$ cat config.mk
export PLATFORM = sky130hd
export DESIGN_NAME = ddr3_cmd_fsm
export DESIGN_NICKNAME = d
export VERILOG_FILES = /design/src/rtl/core/ddr3_command_state_machine_assert.svh /design/src/rtl/core/ddr3_cmd_pkg.sv /design/src/rtl/core/ddr3_cmd_fsm.sv
export SDC_FILE = /design/constraint.sdc
export NUM_CORES = 1
export LEC_CHECK = 0
export CAP_MARGIN = 20
export CORE_AREA = 2 2 39 41
export CTS_CLUSTER_SIZE = 40
export DETAILED_ROUTE_END_ITERATION = 6
export DIE_AREA = 0 0 41 43
export DONT_BUFFER_PORTS = 1
export GPL_TIMING_DRIVEN = 1
export PLACE_DENSITY_LB_ADDON = 0.05
export SLEW_MARGIN = 20
export SYNTH_ARGS = -nofsm -noshare
export SYNTH_HDL_FRONTEND = slang
export SYNTH_SLANG_ARGS = --single-unit
$ cat constraint.sdc
create_clock -name clk -period 3.95 [get_ports clk]
set_clock_uncertainty 0.15 [all_clocks]
set_input_delay 0.1975 -clock clk [delete_from_list [all_inputs] [get_ports clk]]
set_output_delay 0.1975 -clock clk [all_outputs]
set_load 0.05 [all_outputs]
$ cat src/rtl/core/ddr3_command_state_machine_assert.svh
// ----------------------------------------------------------------------------
// Assertion macros shared by the command state machine RTL
// ----------------------------------------------------------------------------
`ifndef DDR3_COMMAND_STATE_MACHINE_ASSERT_SVH
`define DDR3_COMMAND_STATE_MACHINE_ASSERT_SVH

// Check that a condition implies a consequence at the same edge.
`define DDR3_ASSERT_SAME(label, ante, cons) \
	label: assert property (@(posedge clk) disable iff (!arst_n) (ante) |-> (cons)) \
		else $error("ddr3 command state machine: same-cycle check failed");

// Check that a condition implies a consequence at the next edge.
`define DDR3_ASSERT_NEXT(label, ante, cons) \
	label: assert property (@(posedge clk) disable iff (!arst_n) (ante) |=> (cons)) \
		else $error("ddr3 command state machine: next-cycle check failed");

`endif

$ cat src/rtl/core/ddr3_cmd_pkg.sv
// ----------------------------------------------------------------------------
// ddr3_cmd_pkg
// Types and constants for the DDR3 command state machine.
// ----------------------------------------------------------------------------
package ddr3_cmd_pkg;

	localparam int CMD_W         = 4;
	localparam int ADDR_W        = 10;
	localparam int DATA_W        = 8;
	localparam int STATE_W       = 4;
	localparam int STORE_DEPTH_D = 1024;

	typedef enum logic [CMD_W-1:0] {
		CMD_ACT  = 4'd0,
		CMD_PRE  = 4'd1,
		CMD_PREA = 4'd2,
		CMD_RD   = 4'd3,
		CMD_WR   = 4'd4,
		CMD_REF  = 4'd5,
		CMD_RST  = 4'd6,
		CMD_PDE  = 4'd7,
		CMD_PDX  = 4'd8,
		CMD_ZQCL = 4'd9,
		CMD_SRE  = 4'd10,
		CMD_SRX  = 4'd11,
		CMD_NOP  = 4'd12
	} cmd_t;

	typedef enum logic [STATE_W-1:0] {
		ST_POWERON    = 4'd0,
		ST_RESET      = 4'd1,
		ST_INIT       = 4'd2,
		ST_ZQCAL      = 4'd3,
		ST_IDLE       = 4'd4,
		ST_SREFRESH   = 4'd5,
		ST_REFRESH    = 4'd6,
		ST_ACTIVE     = 4'd7,
		ST_PREPWRDOWN = 4'd8,
		ST_BANKACTIVE = 4'd9,
		ST_WRITE      = 4'd10,
		ST_READ       = 4'd11,
		ST_PRECHARGE  = 4'd12
	} state_t;

	typedef struct packed {
		state_t next_state;
		logic   store_wr;
		logic   store_rd;
	} ctrl_t;

endpackage

$ cat src/rtl/core/ddr3_cmd_fsm.sv
// ----------------------------------------------------------------------------
// ddr3_cmd_fsm
// Device state register, next-state decode and store access strobes.
// ----------------------------------------------------------------------------
module ddr3_cmd_fsm (
	input  logic                            clk,
	input  logic                            arst_n,
	input  logic                            advance,
	input  logic [ddr3_cmd_pkg::CMD_W-1:0] command,
	output ddr3_cmd_pkg::ctrl_t             ctrl
);
	import ddr3_cmd_pkg::*;

	state_t state_q;
	state_t state_d;
	cmd_t   cmd;
	logic   is_pre;

	assign cmd = cmd_t'(command);

	always_comb begin
		state_d = state_q;
		unique case (state_q)
			ST_POWERON:    state_d = ST_RESET;
			ST_RESET:      state_d = ST_INIT;
			ST_INIT:       if (cmd == CMD_ZQCL) state_d = ST_ZQCAL;
			ST_ZQCAL:      state_d = ST_IDLE;
			ST_IDLE: begin
				if (cmd == CMD_ACT)      state_d = ST_ACTIVE;
				else if (cmd == CMD_PDE) state_d = ST_PREPWRDOWN;
				else if (cmd == CMD_SRE) state_d = ST_SREFRESH;
				else if (cmd == CMD_REF) state_d = ST_REFRESH;
			end
			ST_ACTIVE:     state_d = ST_BANKACTIVE;
			ST_PREPWRDOWN: if (cmd == CMD_PDX) state_d = ST_IDLE;
			ST_SREFRESH:   if (cmd == CMD_SRX) state_d = ST_IDLE;
			ST_REFRESH:    state_d = ST_IDLE;
			ST_BANKACTIVE: begin
				if (cmd == CMD_WR)      state_d = ST_WRITE;
				else if (cmd == CMD_RD) state_d = ST_READ;
			end
			ST_WRITE:      if (is_pre) state_d = ST_PRECHARGE;
			ST_READ:       if (is_pre) state_d = ST_PRECHARGE;
			ST_PRECHARGE:  state_d = ST_IDLE;
			default:       state_d = ST_POWERON;
		endcase
		// reset command wins from any state
		if (cmd == CMD_RST) state_d = ST_RESET;
	end

	always_comb begin
		is_pre          = (cmd == CMD_PRE) || (cmd == CMD_PREA);
		ctrl.next_state = state_d;
		ctrl.store_wr   = (state_q == ST_WRITE) && is_pre;
		ctrl.store_rd   = (state_q == ST_READ) && is_pre;
	end

	always_ff @(posedge clk or negedge arst_n) begin
		if (!arst_n) begin
			state_q <= ST_POWERON;
		end else if (advance) begin
			state_q <= state_d;
		end
	end

endmodule
-- Word level (Yosys, flattened, before mapping)
Cells that the tools add are included.
- add/sub/neg operators: 0
- multiply operators: 0
- divide/modulo/power cells: 0
- $lt $le $gt $ge: 0
- eq/ne operators: 23
- shift-type cells: 0
- mux-type cells: 12
- bitwise operators: 0
- reductions and logical operators: 7
- operator list (cell ; number):
    two-way mux 4 bit ; 11
    one-hot mux 4 bit (10 select lines) ; 1
    == test 4 bit, second input constant ; 9
    == test 4 x 3 -> 1 bit, second input constant ; 8
    == test 4 x 2 -> 1 bit, second input constant ; 4
    == test 4 x 1 -> 1 bit, second input constant ; 2
    logical NOT 4 bit ; 2
    OR reduction 3 bit ; 1
    logical AND 1 bit ; 2
    OR reduction 2 bit ; 1
    logical OR 1 bit ; 1
- register bits: 4
- bits in latches: 0
- memory bits (writable): 0
- memory bits (read-only): 0
- input port bits: 7
- output and inout bits: 6
- logic and storage cells: 43
- memories kept: 0

-- Logic depth before layout (Yosys ltp)
Gate-level depths: netlist of the first run.
- word-level depth: 7
- gate-level depth with buffers: 5
- depth with buffers taken out: 4

-- Worst setup path after synthesis of the first run
No wires, ideal clock.
- path type: register to register
- from: reg state_q[2]
- to: reg state_q[3]
- library setup time: 0.071 ns
- data arrival time: 2.267 ns
- required time: 3.729 ns
- path slack: 1.463 ns
- cell stages (with the launch flop): 6
- buffers on the path: 1
- period minus slack after synthesis: 2.487 ns
- cells stage by stage: dfrtp_1 -> buf_6 -> nor3b_2 -> or4b_1 -> a31oi_1 -> mux2_2
- RTL lines (item ; RTL line ; RTL):
    from (decl) ; ddr3_cmd_fsm.sv:14 ; state_t state_q;
    from (signal assigned) ; ddr3_cmd_fsm.sv:62 ; state_q <= state_d;

==> results.rst, run 1 <==
.. list-table::
   :header-rows: 1

   * - Metric
     - Value
   * - Share of the yosys chip area belonging to registers
     - 17.1%
   * - Total length of routed wires
     - 1.34 mm
   * - Number of flops mapped to enable cells by yosys
     - 0
   * - Netlist area before placement
     - slightly below 600 sq um
   * - Avg Vias per Cell
     - 6.09
   * - Clock insertion delay at the later pin of the skew report
     - approximately 0.23 ns
   * - Number of vias in the routed layout
     - 548
   * - Total grt overflow
     - 0
   * - Highest fanout seen on the critical path
     - 11
   * - Maximum number of pins on one net before global-route repair
     - 15
   * - Top Registers
     - state_q: 4 flops
   * - Clock tree from TritonCTS
     - built
   * - Clock Sinks
     - 4
   * - Share of synthesized cell area in and, or, nand and nor gates
     - 30.7%
   * - Classification of the worst setup path
     - flop to primary output
   * - Count of unresolved DRC violations after routing
     - 0
   * - Width of the chip
     - 41 um
   * - DRC violation total after the first TritonRoute iteration
     - 10
   * - Overall die area
     - approximately 0.0018 sq mm
   * - Area overhead of the layout relative to synthesis
     - 4.90%
   * - Final hold violation count
     - 0
   * - Vias in the first global route
     - 550
   * - Accumulated negative setup slack
     - 0 ns
   * - IO Count
     - 13
   * - Shortest clock period the worst path allows after layout
     - 2.65 ns
   * - Depth of the worst register-to-register path
     - 5
   * - Root Buffer
     - sky130_fd_sc_hd__clkbuf_4
   * - Syn nets
     - 82
   * - Proportion of synthesized flip-flops having asynchronous set or reset
     - 100%
   * - Power Total
     - 0.470 mW
   * - Cell count after synthesis
     - 75
   * - Pre-CTS WS
     - around 1.5 ns
   * - R2R Setup Slk
     - 1.90 ns
   * - Number of stages on the worst hold path
     - 2
   * - R2r endpoint
     - state_q[3]
   * - Number of optimization iterations in the first detailed-route pass
     - 4
   * - Clock transition at path regs
     - roughly 0.040 ns
   * - Dominant cell type by area after synthesis
     - sky130_fd_sc_hd__dfrtp_1
   * - Initial antenna violation count
     - 0
   * - IR Drop Worst-Case VDD
     - about 0.0002 V
   * - Register bank with the most flops
     - state_q
   * - Status
     - completed
   * - Maximum clock frequency
     - 0.377 GHz
   * - Tightest Pin Transition
     - 1.02 ns
   * - FF+latch count, synth
     - 4
   * - Reg-to-reg critical path startpoint
     - state_q[0]
   * - Startpoint Class
     - flop
   * - Starting Density
     - 42.4%
   * - Remaining antenna violation count after routing
     - 0
   * - Synthesized-area fraction occupied by ao, oa, aoi and oai cells
     - 29.9%
   * - Number of nets at the end of the flow
     - just over 80
   * - Master of the slowest instance on the critical path
     - sky130_fd_sc_hd__a21oi_1
   * - Flip-flop count of the largest register after layout
     - 4
   * - Power density relative to cell area
     - 763 mW/mm^2
   * - Fraction of layout cells with a size suffix above 1
     - about 18%
   * - Tightest Hold Check Type
     - input pin to flop
   * - Highest-count cells in the layout ignoring fill and taps
     - sky130_fd_sc_hd__inv_1 (5), sky130_fd_sc_hd__xnor2_1 (4), sky130_fd_sc_hd__nor3_1 (4), sky130_fd_sc_hd__a31oi_1 (4), sky130_fd_sc_hd__dfrtp_1 (4)
   * - Final Slew Violations
     - 0
   * - Maximum single-stage delay on the critical path
     - roughly 0.8 ns
   * - Routability congestion estimate from global placement
     - ~0.76
   * - Warnings, synthesis
     - 0
   * - Data arrival at the endpoint of the critical path
     - about 2.3 ns
   * - Aggregate global-route resource usage
     - 17.0%
   * - Post-Synth XOR/XNOR Area
     - 5.97%
   * - Mean area per synthesized cell
     - 7.82 sq um
   * - First-pass GRT wire length
     - 2.16 mm
   * - Req. time, crit path
     - around 3.6 ns
   * - HPWL after DPL
     - just under 1 mm
   * - Share of synthesized area spent on multiplexers
     - 3.62%
   * - Most common cell after layout, fill and taps aside
     - sky130_fd_sc_hd__inv_1
   * - Crit. End Element
     - primary output
   * - Top-area cell type share of the netlist area
     - 17.1%
   * - Number of diodes
     - 0
   * - Post-synthesis share of cell area spent on full adders, half adders and majority gates
     - 0%
   * - Main combinational cell family by area after synthesis
     - simple AND/OR/NAND/NOR gates
   * - RSZ-0062 raised after global routing
     - false
   * - Most common flop cell mapped by yosys
     - sky130_fd_sc_hd__dfrtp_1
   * - Worst relative slew slack
     - 32.1%
   * - Hold path endpoint
     - state_q[0]
   * - Static leakage
     - 0.232 nW
   * - CTS buffer count
     - 3
   * - Per-cell routed wire length
     - 14.9 um
   * - Deepest clock path buffer count
     - 2
   * - Period utilization
     - 67.1%
   * - Min-delay src
     - advance
   * - H-tree level count
     - 1
   * - Count of maximum capacitance violations
     - 0
   * - Core Box Area
     - 0.00138 sq mm
   * - Critical-path cell list
     - nor2b_1, nand2_1, a21o_1, a21oi_1
   * - Final setup viols
     - 0
   * - Rows
     - 14
   * - Top cells by area in the synthesized netlist
     - sky130_fd_sc_hd__dfrtp_1 (17%), sky130_fd_sc_hd__xnor2_1 (6.0%), sky130_fd_sc_hd__a31oi_1 (4.3%)
   * - Fill cell count
     - 142
   * - Die Height
     - 43 um
   * - Worst-case setup margin in the final layout
     - 1.30 ns
   * - I/O Buffers
     - 0
   * - Netlist cell types
     - 42
## metal layers
layer  wire, um  GRT usage (%)
met1        676           24.1
met2        582           23.1
met3         68           1.57
met4         14           11.3
met5          0              0
## power breakdown
part | leakage [nW] | internal, mW | switching (mW) | total (mW)
Clock | 0.0138 | 0.0340 | 0.0163 | 0.0503
Combinational | 0.167 | 0.0966 | 0.202 | 0.299
Sequential | 0.0505 | 0.0577 | 0.0631 | 0.121
## through the flow
| stage | hold slack (ns) | instance area (sq um) | std cells | utilization, % |
|---|---|---|---|---|
| after detailed placement | -0.248 | 573 | 85 | 41.4 |
| after floorplan | -0.248 | 587 | 75 | - |
| after CTS | 0.0236 | 616 | 90 | 44.5 |
| after global routing | 0.0362 | 616 | 90 | 44.5 |
| final | 0.0253 | 616 | 90 | 44.5 |
| after global placement | -0.248 | 573 | 85 | 41.4 |
## cells by family (layout without fill, tap and decap cells)
kind of cell,count (synthesis),count (layout)
AND/OR/NAND/NOR,27,27
AO/OA/AOI/OAI,24,24
buffers and inverters,14,13
XOR/XNOR,4,4
flip-flops,4,4
multiplexers,2,2
## cell usage after synthesis (all sizes together), types with 2 or more instances
cell type and number:
a21o 2, a21oi 2, a31oi 4, and4bb 2, buf 7, clkbuf 2, dfrtp 4, inv 5
nand2 3, nand2b 2, nand3 2, nor2 2, nor2b 2, nor3 4, nor4 2, o21ai 4
or3b 2, xnor2 4
## worst max-delay path by stage
stage,startpoint,end,slack (ns),cells after the start
after floorplan,state_q[2],state_q[3],1.46,5
after global placement,state_q[0],ctrl[3],1.50,4
after detailed placement,state_q[0],ctrl[3],1.52,4
after CTS,state_q[0],ctrl[3],1.26,4
after global routing,state_q[0],ctrl[3],1.18,4
final,state_q[3],ctrl[3],1.30,4
## worst max-delay path: cells and delay by family (launching register included)
| family | cells | cell delay (ns) |
|---|---|---|
| AOI/OAI and AO/OA | 2 | 1.03 |
| DFF | 1 | 0.52 |
| and+or+nand+nor | 2 | 0.52 |
## what timing repair did
item | in CTS | in global routing
gates resized for setup | 0 | 0
hold buffers | 2 | 0
hold endpoints to repair | 8 | 0
buffers inserted | 0 | 0
## layout make-up
class | count | area, sq um | area share (%)
clock buffers | 3 | 22.5 | 3.66
inverters | 5 | 18.8 | 3.05
multi-input cells | 57 | 412 | 66.9
flip-flops and latches | 4 | 100 | 16.3
well taps | 16 | 20.0 | 3.25
repair buffers | 5 | 42.5 | 6.91
(Power assumes the default switching activity.)
==> inputs of run 2 (changes only) <==
--- a/config.mk
+++ b/config.mk
@@ -5,6 +5,7 @@
 export SDC_FILE = /design/constraint.sdc
 export NUM_CORES = 1
 export LEC_CHECK = 0
+export ABC_AREA = 1
 export CAP_MARGIN = 20
 export CORE_AREA = 2 2 39 41
 export CTS_CLUSTER_SIZE = 40
==> constraint.sdc (replaced) <==
create_clock -name clk -period 2.4 [get_ports clk]
set_clock_uncertainty 0.15 [all_clocks]
set_input_delay 0.12 -clock clk [delete_from_list [all_inputs] [get_ports clk]]
set_output_delay 0.12 -clock clk [all_outputs]
set_load 0.05 [all_outputs]
==> results.rst, run 2 <==
.. list-table::
   :header-rows: 1

   * - Metric
     - Value
   * - Kind of cell adding the most delay to the critical path
     - simple AND/OR/NAND/NOR gates
   * - Fin cells
     - 140 (+56%)
   * - Critical-path cell list
     - inv_2, nand2_1, nor2_2, nand4_1, nand2_1, nor2_1, a21boi_1, buf_4
   * - Netlist cell types
     - 16 (-62%)
   * - Top cells by area in the synthesized netlist
     - sky130_fd_sc_hd__nand2_1 (32%), sky130_fd_sc_hd__dfrtp_1 (17%), sky130_fd_sc_hd__nand3_1 (9.3%)
   * - Number of stages on the worst hold path
     - 4 (+2)
   * - Area overhead of the layout relative to synthesis
     - 18.6%
   * - IO Count
     - 13 (unchanged)
   * - Most frequent CP cell
     - sky130_fd_sc_hd__nand2_1
   * - CTS Hold Bufs
     - 3 (+1)
   * - Depth of the worst register-to-register path
     - 9 (+4)
   * - Die Height
     - 43 um (unchanged)
   * - Master of the slowest instance on the critical path
     - sky130_fd_sc_hd__dfrtp_1
   * - Flip-flop count of the largest register after layout
     - 4 (unchanged)
   * - Vias in the first global route
     - 659 (+20%)
   * - H-tree level count
     - 1 (unchanged)
   * - Cell count after synthesis
     - 113 (+51%)
   * - Req. time, crit path
     - 2.13 ns (-1.47 ns)
   * - Per-cell routed wire length
     - 10.8 um (-28%)
   * - Most common library cells after synthesis
     - sky130_fd_sc_hd__nand2_1 (51), sky130_fd_sc_hd__nor2_1 (13), sky130_fd_sc_hd__nand3_1 (11)
   * - HPWL after DPL
     - 1.25 mm (+30%)
   * - Clock insertion delay at the later pin of the skew report
     - 0.24 ns (about the same)
   * - Final setup viols
     - 0 (unchanged)
   * - Period utilization
     - 81.0%
   * - Classification of the worst setup path
     - flop to primary output
   * - Remaining antenna violation count after routing
     - 0 (unchanged)
   * - CTS buffer count
     - 3 (unchanged)
   * - Root Buffer
     - sky130_fd_sc_hd__clkbuf_4
   * - RSZ-0062 raised after global routing
     - false
   * - Total grt overflow
     - 0 (unchanged)
   * - Final hold violation count
     - 0 (unchanged)
   * - Top-area cell type share of the netlist area
     - 32.4% (+15 points)
   * - Netlist area before placement
     - 591 sq um (+0.64%)
   * - FF+latch count, synth
     - 4 (unchanged)
   * - DRC violation total after the first TritonRoute iteration
     - 8 (-2)
   * - Post-cts resize count
     - 0 (unchanged)
   * - Data arrival at the endpoint of the critical path
     - 1.67 ns (-0.63 ns)
   * - Count of unresolved DRC violations after routing
     - 0 (unchanged)
   * - Highest-count cells in the layout ignoring fill and taps
     - sky130_fd_sc_hd__nand2_1 (51), sky130_fd_sc_hd__nor2_1 (13), sky130_fd_sc_hd__nand3_1 (11)
   * - Rows
     - 14 (unchanged)
   * - Tightest Hold Check Type
     - input pin to flop
   * - Power Total
     - 0.923 mW (+97%)
   * - Share of the yosys chip area belonging to registers
     - 16.9% (-0.11 points)
   * - Clock Sinks
     - 4 (unchanged)
   * - Number of diodes
     - 0 (unchanged)
   * - Maximum clock frequency
     - between 0.5 and 0.6 GHz
   * - Initial antenna violation count
     - 0 (unchanged)
   * - Dominant cell type by area after synthesis
     - sky130_fd_sc_hd__nand2_1
   * - Buffers plus inverters on the worst setup path
     - 2 (+2)
   * - Most used standard cell by instance count after synthesis
     - sky130_fd_sc_hd__nand2_1
   * - Worst relative slew slack
     - 78.4% (+46 points)
   * - Proportion of synthesized flip-flops having asynchronous set or reset
     - 100% (unchanged)
   * - Top Registers
     - state_q: 4 flops
   * - Worst hold slack
     - 0.132 ns (+0.106 ns)
   * - Core Box Area
     - 0.00138 sq mm (unchanged)
   * - Fraction of layout cells with a size suffix above 1
     - 21.0% (+3.4 points)
   * - Clock transition at path regs
     - 0.04 ns (about the same)
   * - Shortest clock period the worst path allows after layout
     - 1.94 ns
   * - Power density relative to cell area
     - 1320 mW/mm^2 (+73%)
   * - Most common cell after layout, fill and taps aside
     - sky130_fd_sc_hd__nand2_1
   * - Number of nets at the end of the flow
     - 133 (+60%)
   * - Register bank with the most flops
     - state_q
   * - IR Drop Worst-Case VDD
     - 0.000747 V (+270%)
   * - Worst path depth
     - 8 (+4)
   * - Accumulated negative setup slack
     - 0 ns (unchanged)
   * - Most used routing layer in global routing
     - met2
   * - Status
     - completed
   * - Final Slew Violations
     - 0 (unchanged)
   * - Most common flop cell mapped by yosys
     - sky130_fd_sc_hd__dfrtp_1
   * - Number of flops mapped to enable cells by yosys
     - 0 (unchanged)
   * - Mean area per synthesized cell
     - 5.23 sq um (-33%)
   * - Aggregate global-route resource usage
     - 20.8% (+3.9 points)
   * - Met2 track utilization from global routing
     - 33.4% (+10 points)
   * - Highest fanout seen on the critical path
     - 4 (-7)
   * - Avg Vias per Cell
     - 4.91 (-19%)
   * - Tightest Pin Transition
     - 0.323 ns (-0.699 ns)
   * - Startpoint Class
     - flop
   * - Crit. End Element
     - primary output
   * - Width of the chip
     - 41 um (unchanged)
   * - First-pass GRT wire length
     - 2.48 mm (+15%)
   * - Placed instance count
     - 134 (+58%)
   * - Maximum number of pins on one net before global-route repair
     - 8 (-7)
   * - Syn nets
     - 120 (+46%)
   * - Starting Density
     - 42.7% (+0.27 points)
   * - Number of vias in the routed layout
     - 687 (+25%)
   * - Routability congestion estimate from global placement
     - 0.810 (+6.2%)
   * - Static leakage
     - 0.416 nW (+80%)
   * - Clock tree from TritonCTS
     - built
   * - Warnings, synthesis
     - 0 (unchanged)
   * - Number of optimization iterations in the first detailed-route pass
     - 4 (unchanged)
   * - M3 GR Usage
     - 2.09% (+0.52 points)
   * - Post-CTS Setup Repair Bufs
     - 0 (unchanged)
   * - Maximum single-stage delay on the critical path
     - 0.40 ns (-0.41 ns)
   * - Deepest clock path buffer count
     - 2 (unchanged)
   * - Overall die area
     - 0.00176 sq mm (unchanged)
   * - Total length of routed wires
     - 1.51 mm (+13%)
   * - M1 GR Usage
     - 24.0% (-0.025 points)
   * - Count of maximum capacitance violations
     - 0 (unchanged)
   * - I/O Buffers
     - 0 (unchanged)
run 2: cell count changes after synthesis, sizes merged, moves of 3 or more:
cell,change
o21ai,-3
nand3,+10
nor2,+17
nand2,+52
xnor2,-4
nor3,-4
a31oi,-4
a21boi,+4
inv,+9
buf,-7
run 2: cell type report:
type,count,area (sq um)
tap,16,20.0
inverter,15,61.3
multi-input combinational,94,429
fill,158,683
sequential,4,100
timing repair buffer,8,67.6
clock buffer,3,22.5
run 2: path summary, 6_finish.rpt:
| kind | slack, ns | end | start |
|---|---|---|---|
| setup / recovery | 0.46 | ctrl[4] | state_q[2] |
| hold / removal | 0.13 | state_q[3] | command[3] |
| setup reg to reg | 0.63 | state_q[0] | state_q[0] |
| hold reg to reg | 0.39 | state_q[2] | state_q[2] |
| max in group asynchronous | 1.34 | state_q[2] | arst_n |
| min in group asynchronous | 0.57 | state_q[0] | arst_n |
run 2: kinds of logic (layout without fill, tap and decap cells):
group | Yosys count | count (layout) | share of synthesized area, %
compound gates | 7 | 7 | 7.63
flops | 4 | 4 | 16.9
buf+inv | 15 | 26 | 10.4
simple gates | 87 | 87 | 65.0
run 2: through the flow:
step | utilization (%) | area [sq um] | setup WS, ns
2_1_floorplan | - | 591 | 0.476
3_3_place_gp | 46.8 | 648 | 0.642
3_5_place_dp | 46.8 | 648 | 0.657
4_1_cts | 50.6 | 701 | 0.437
5_1_grt | 50.6 | 701 | 0.309
6_report | 50.6 | 701 | 0.457
run 2: worst min-delay path: stages:
cell                      delay, ns
sky130_fd_sc_hd__nor2_4        0.03
sky130_fd_sc_hd__nand2_1       0.18
sky130_fd_sc_hd__nand3_1       0.10
sky130_fd_sc_hd__nand2_1       0.05
run 2: per-layer routing:
metal | part of all wire [%] | vias to the layer above
li1 | - | 370
met1 | 44 | 291
met2 | 48 | 20
met3 | 4.6 | 6
met4 | 3.5 | 0
met5 | 0 | -
run 2: power by group:
| group | leakage, nW | internal [mW] | switching (mW) | total [mW] |
|---|---|---|---|---|
| Combinational | 0.351 | 0.202 | 0.486 | 0.688 |
| Sequential | 0.0514 | 0.0988 | 0.0475 | 0.146 |
| Clock | 0.0138 | 0.0563 | 0.0326 | 0.0889 |
==> inputs of run 3 (changes only) <==
--- a/config.mk
+++ b/config.mk
@@ -5,7 +5,7 @@
 export SDC_FILE = /design/constraint.sdc
 export NUM_CORES = 1
 export LEC_CHECK = 0
-export ABC_AREA = 1
+export ABC_AREA = 0
 export CAP_MARGIN = 20
 export CORE_AREA = 2 2 39 41
 export CTS_CLUSTER_SIZE = 40
==> constraint.sdc (replaced) <==
create_clock -name clk -period 1.7 [get_ports clk]
set_clock_uncertainty 0.15 [all_clocks]
set_input_delay 0.085 -clock clk [delete_from_list [all_inputs] [get_ports clk]]
set_output_delay 0.085 -clock clk [all_outputs]
set_load 0.05 [all_outputs]
==> results.rst, run 3 (synthesized netlist as in run 1, its figures left out) <==
.. list-table::
   :header-rows: 1

   * - Metric
     - Value
   * - Status
     - finished, violations left
   * - Failing checks
     - negative setup slack
   * - CTS buffer count
     - 3 (unchanged)
   * - HPWL after DPL
     - 1.41 mm (+13%)
   * - Routability congestion estimate from global placement
     - 0.848 (+4.7%)
   * - Maximum number of pins on one net before global-route repair
     - 13 (+5)
   * - Period utilization
     - 116%
   * - Starting Density
     - 42.4% (-0.27 points)
   * - Maximum single-stage delay on the critical path
     - 0.50 ns (+0.10 ns)
   * - Power density relative to cell area
     - 1970 mW/mm^2 (+49%)
   * - Fraction of layout cells with a size suffix above 1
     - 56.1% (+35 points)
   * - Rows
     - 14 (unchanged)
   * - Tightest Hold Check Type
     - input pin to flop
   * - Kind of cell adding the most delay to the critical path
     - simple AND/OR/NAND/NOR gates
   * - H-tree level count
     - 1 (unchanged)
   * - Highest fanout seen on the critical path
     - 7 (+3)
   * - IO Count
     - 13 (unchanged)
   * - Vias in the first global route
     - 675 (+2.4%)
   * - Final hold violation count
     - 0 (unchanged)
   * - Deepest clock path buffer count
     - 2 (unchanged)
   * - Total length of routed wires
     - 1.98 mm (+31%)
   * - Worst-case setup margin in the final layout
     - -0.280 ns (-0.737 ns)
   * - Clock transition at path regs
     - 0.04 ns (about the same)
   * - Crit. End Element
     - primary output
   * - I/O Buffers
     - 0 (unchanged)
   * - Register bank with the most flops
     - state_q
   * - Number of vias in the routed layout
     - 676 (-1.6%)
   * - Worst relative slew slack
     - 74.9% (-3.5 points)
   * - Area overhead of the layout relative to synthesis
     - 77.0%
   * - Accumulated negative setup slack
     - -1.19 ns (-1.19 ns)
   * - IR Drop Worst-Case VDD
     - 0.000970 V (+30%)
   * - Width of the chip
     - 41 um (unchanged)
   * - Min-delay src
     - command[2]
   * - Count of unresolved DRC violations after routing
     - 0 (unchanged)
   * - Shortest clock period the worst path allows after layout
     - 1.98 ns
   * - RSZ-0062 raised after global routing
     - true
   * - Total grt overflow
     - 0 (unchanged)
   * - Reg-to-reg critical path startpoint
     - state_q[1]
   * - Classification of the worst setup path
     - flop to primary output
   * - Per-cell routed wire length
     - 17.3 um (+60%)
   * - Remaining antenna violation count after routing
     - 0 (unchanged)
   * - Number of optimization iterations in the first detailed-route pass
     - 4 (unchanged)
   * - Buffers plus inverters on the worst setup path
     - 1 (-1)
   * - Top Registers
     - state_q: 4 flops
   * - Initial antenna violation count
     - 0 (unchanged)
   * - Number of nets at the end of the flow
     - 107 (-20%)
   * - DRC violation total after the first TritonRoute iteration
     - 7 (-1)
   * - Most common cell after layout, fill and taps aside
     - sky130_fd_sc_hd__buf_4
   * - Avg Vias per Cell
     - 5.93 (+21%)
   * - First-pass GRT wire length
     - 3.06 mm (+23%)
   * - Overall die area
     - 0.00176 sq mm (unchanged)
   * - Master of the slowest instance on the critical path
     - sky130_fd_sc_hd__or4b_4
   * - Highest-count cells in the layout ignoring fill and taps
     - sky130_fd_sc_hd__buf_4 (17), sky130_fd_sc_hd__inv_1 (5), sky130_fd_sc_hd__buf_12 (5)
   * - Tightest Pin Transition
     - 0.374 ns (+0.0507 ns)
   * - Worst hold slack
     - 0.0349 ns (-0.0969 ns)
   * - Clock tree from TritonCTS
     - built
   * - Timing startpoint of the critical path
     - state_q[1]
   * - Startpoint Class
     - flop
   * - Count of maximum capacitance violations
     - 0 (unchanged)
   * - Die Height
     - 43 um (unchanged)
   * - Final setup viols
     - 8 (+8)
   * - Maximum clock frequency
     - 0.505 GHz
   * - Core Box Area
     - 0.00138 sq mm (unchanged)
   * - Root Buffer
     - sky130_fd_sc_hd__clkbuf_4
   * - Critical-path cell list
     - nor3b_2, or4b_4, a31oi_4, buf_6
   * - Final Slew Violations
     - 0 (unchanged)
   * - Clock Sinks
     - 4 (unchanged)
   * - Aggregate global-route resource usage
     - 25.4% (+4.5 points)
   * - Static leakage
     - 0.416 nW (about the same)
   * - Data arrival at the endpoint of the critical path
     - 1.75 ns (+0.08 ns)
   * - Req. time, crit path
     - 1.46 ns (-0.67 ns)
   * - Clock insertion delay at the later pin of the skew report
     - 0.24 ns (about the same)
   * - Number of diodes
     - 0 (unchanged)
   * - Flip-flop count of the largest register after layout
     - 4 (unchanged)
## run 3: cell types whose count changed in the layout (fill, tap and decap cells not counted), sizes merged, moves of 4 or more
| cell | change |
|---|---|
| a21boi | -4 |
| a31oi | +4 |
| inv | -9 |
| nor3 | +4 |
| nand2 | -52 |
| xnor2 | +4 |
| nor2 | -17 |
| buf | +21 |
| nand3 | -10 |
## run 3: layout make-up
cell class                 count  area (sq um)
fill                         102           345
clock buffer                   3          22.5
sequential                     4           103
multi-input combinational     57           572
inverter                       5          18.8
tap                           16          20.0
timing repair buffer          29           303
## run 3: worst paths after layout
| path | end | slack (ns) | cells after the start |
|---|---|---|---|
| worst max-delay path | ctrl[5] | -0.28 | 4 |
| worst min-delay path | state_q[0] | 0.03 | 3 |
| worst max register to register | state_q[1] | -0.02 | 6 |
| worst min register to register | state_q[0] | 0.57 | 2 |
| max in group asynchronous | state_q[0] | 0.70 | 2 |
| min in group asynchronous | state_q[3] | 0.50 | 2 |
## run 3: through the flow
stage,power (mW),instance area [sq um],setup WS (ns),utilization [%],std cells
floorplan,1.00,649,-0.234,-,75
global placement,1.57,830,-0.106,59.9,103
detailed placement,1.59,830,-0.156,59.9,103
CTS,1.83,946,-0.270,68.4,111
global route,2.14,1040,-0.364,75.0,114
finish,2.04,1040,-0.280,75.0,114
## run 3: tightest hold or removal path, stage by stage
cell	delay, ns
sky130_fd_sc_hd__o41ai_2	0.06
sky130_fd_sc_hd__o211ai_1	0.10
sky130_fd_sc_hd__a22o_1	0.13
## run 3: where the power goes
group	internal, mW	leakage, nW	switching, mW
sequential	0.141	0.0482	0.0727
clock	0.0791	0.0138	0.0404
combinational	0.861	0.354	0.847
total	1.08	0.416	0.960
## run 3: repair_timing
| action | CTS | global route |
|---|---|---|
| hold buffers | 3 | 0 |
| resized for setup | 12 | 11 |
| endpoints found under the setup margin | 8 | 10 |
| endpoints found under the hold margin | 8 | 0 |
| pin swaps | 4 | 3 |
| setup buffers | 2 | 3 |
## run 3: layer usage
layer | wire (um) | GRT usage (%)
met5 | 0 | 0
met4 | 8 | 6.00
met3 | 50 | 2.62
met2 | 1080 | 45.0
met1 | 841 | 30.4
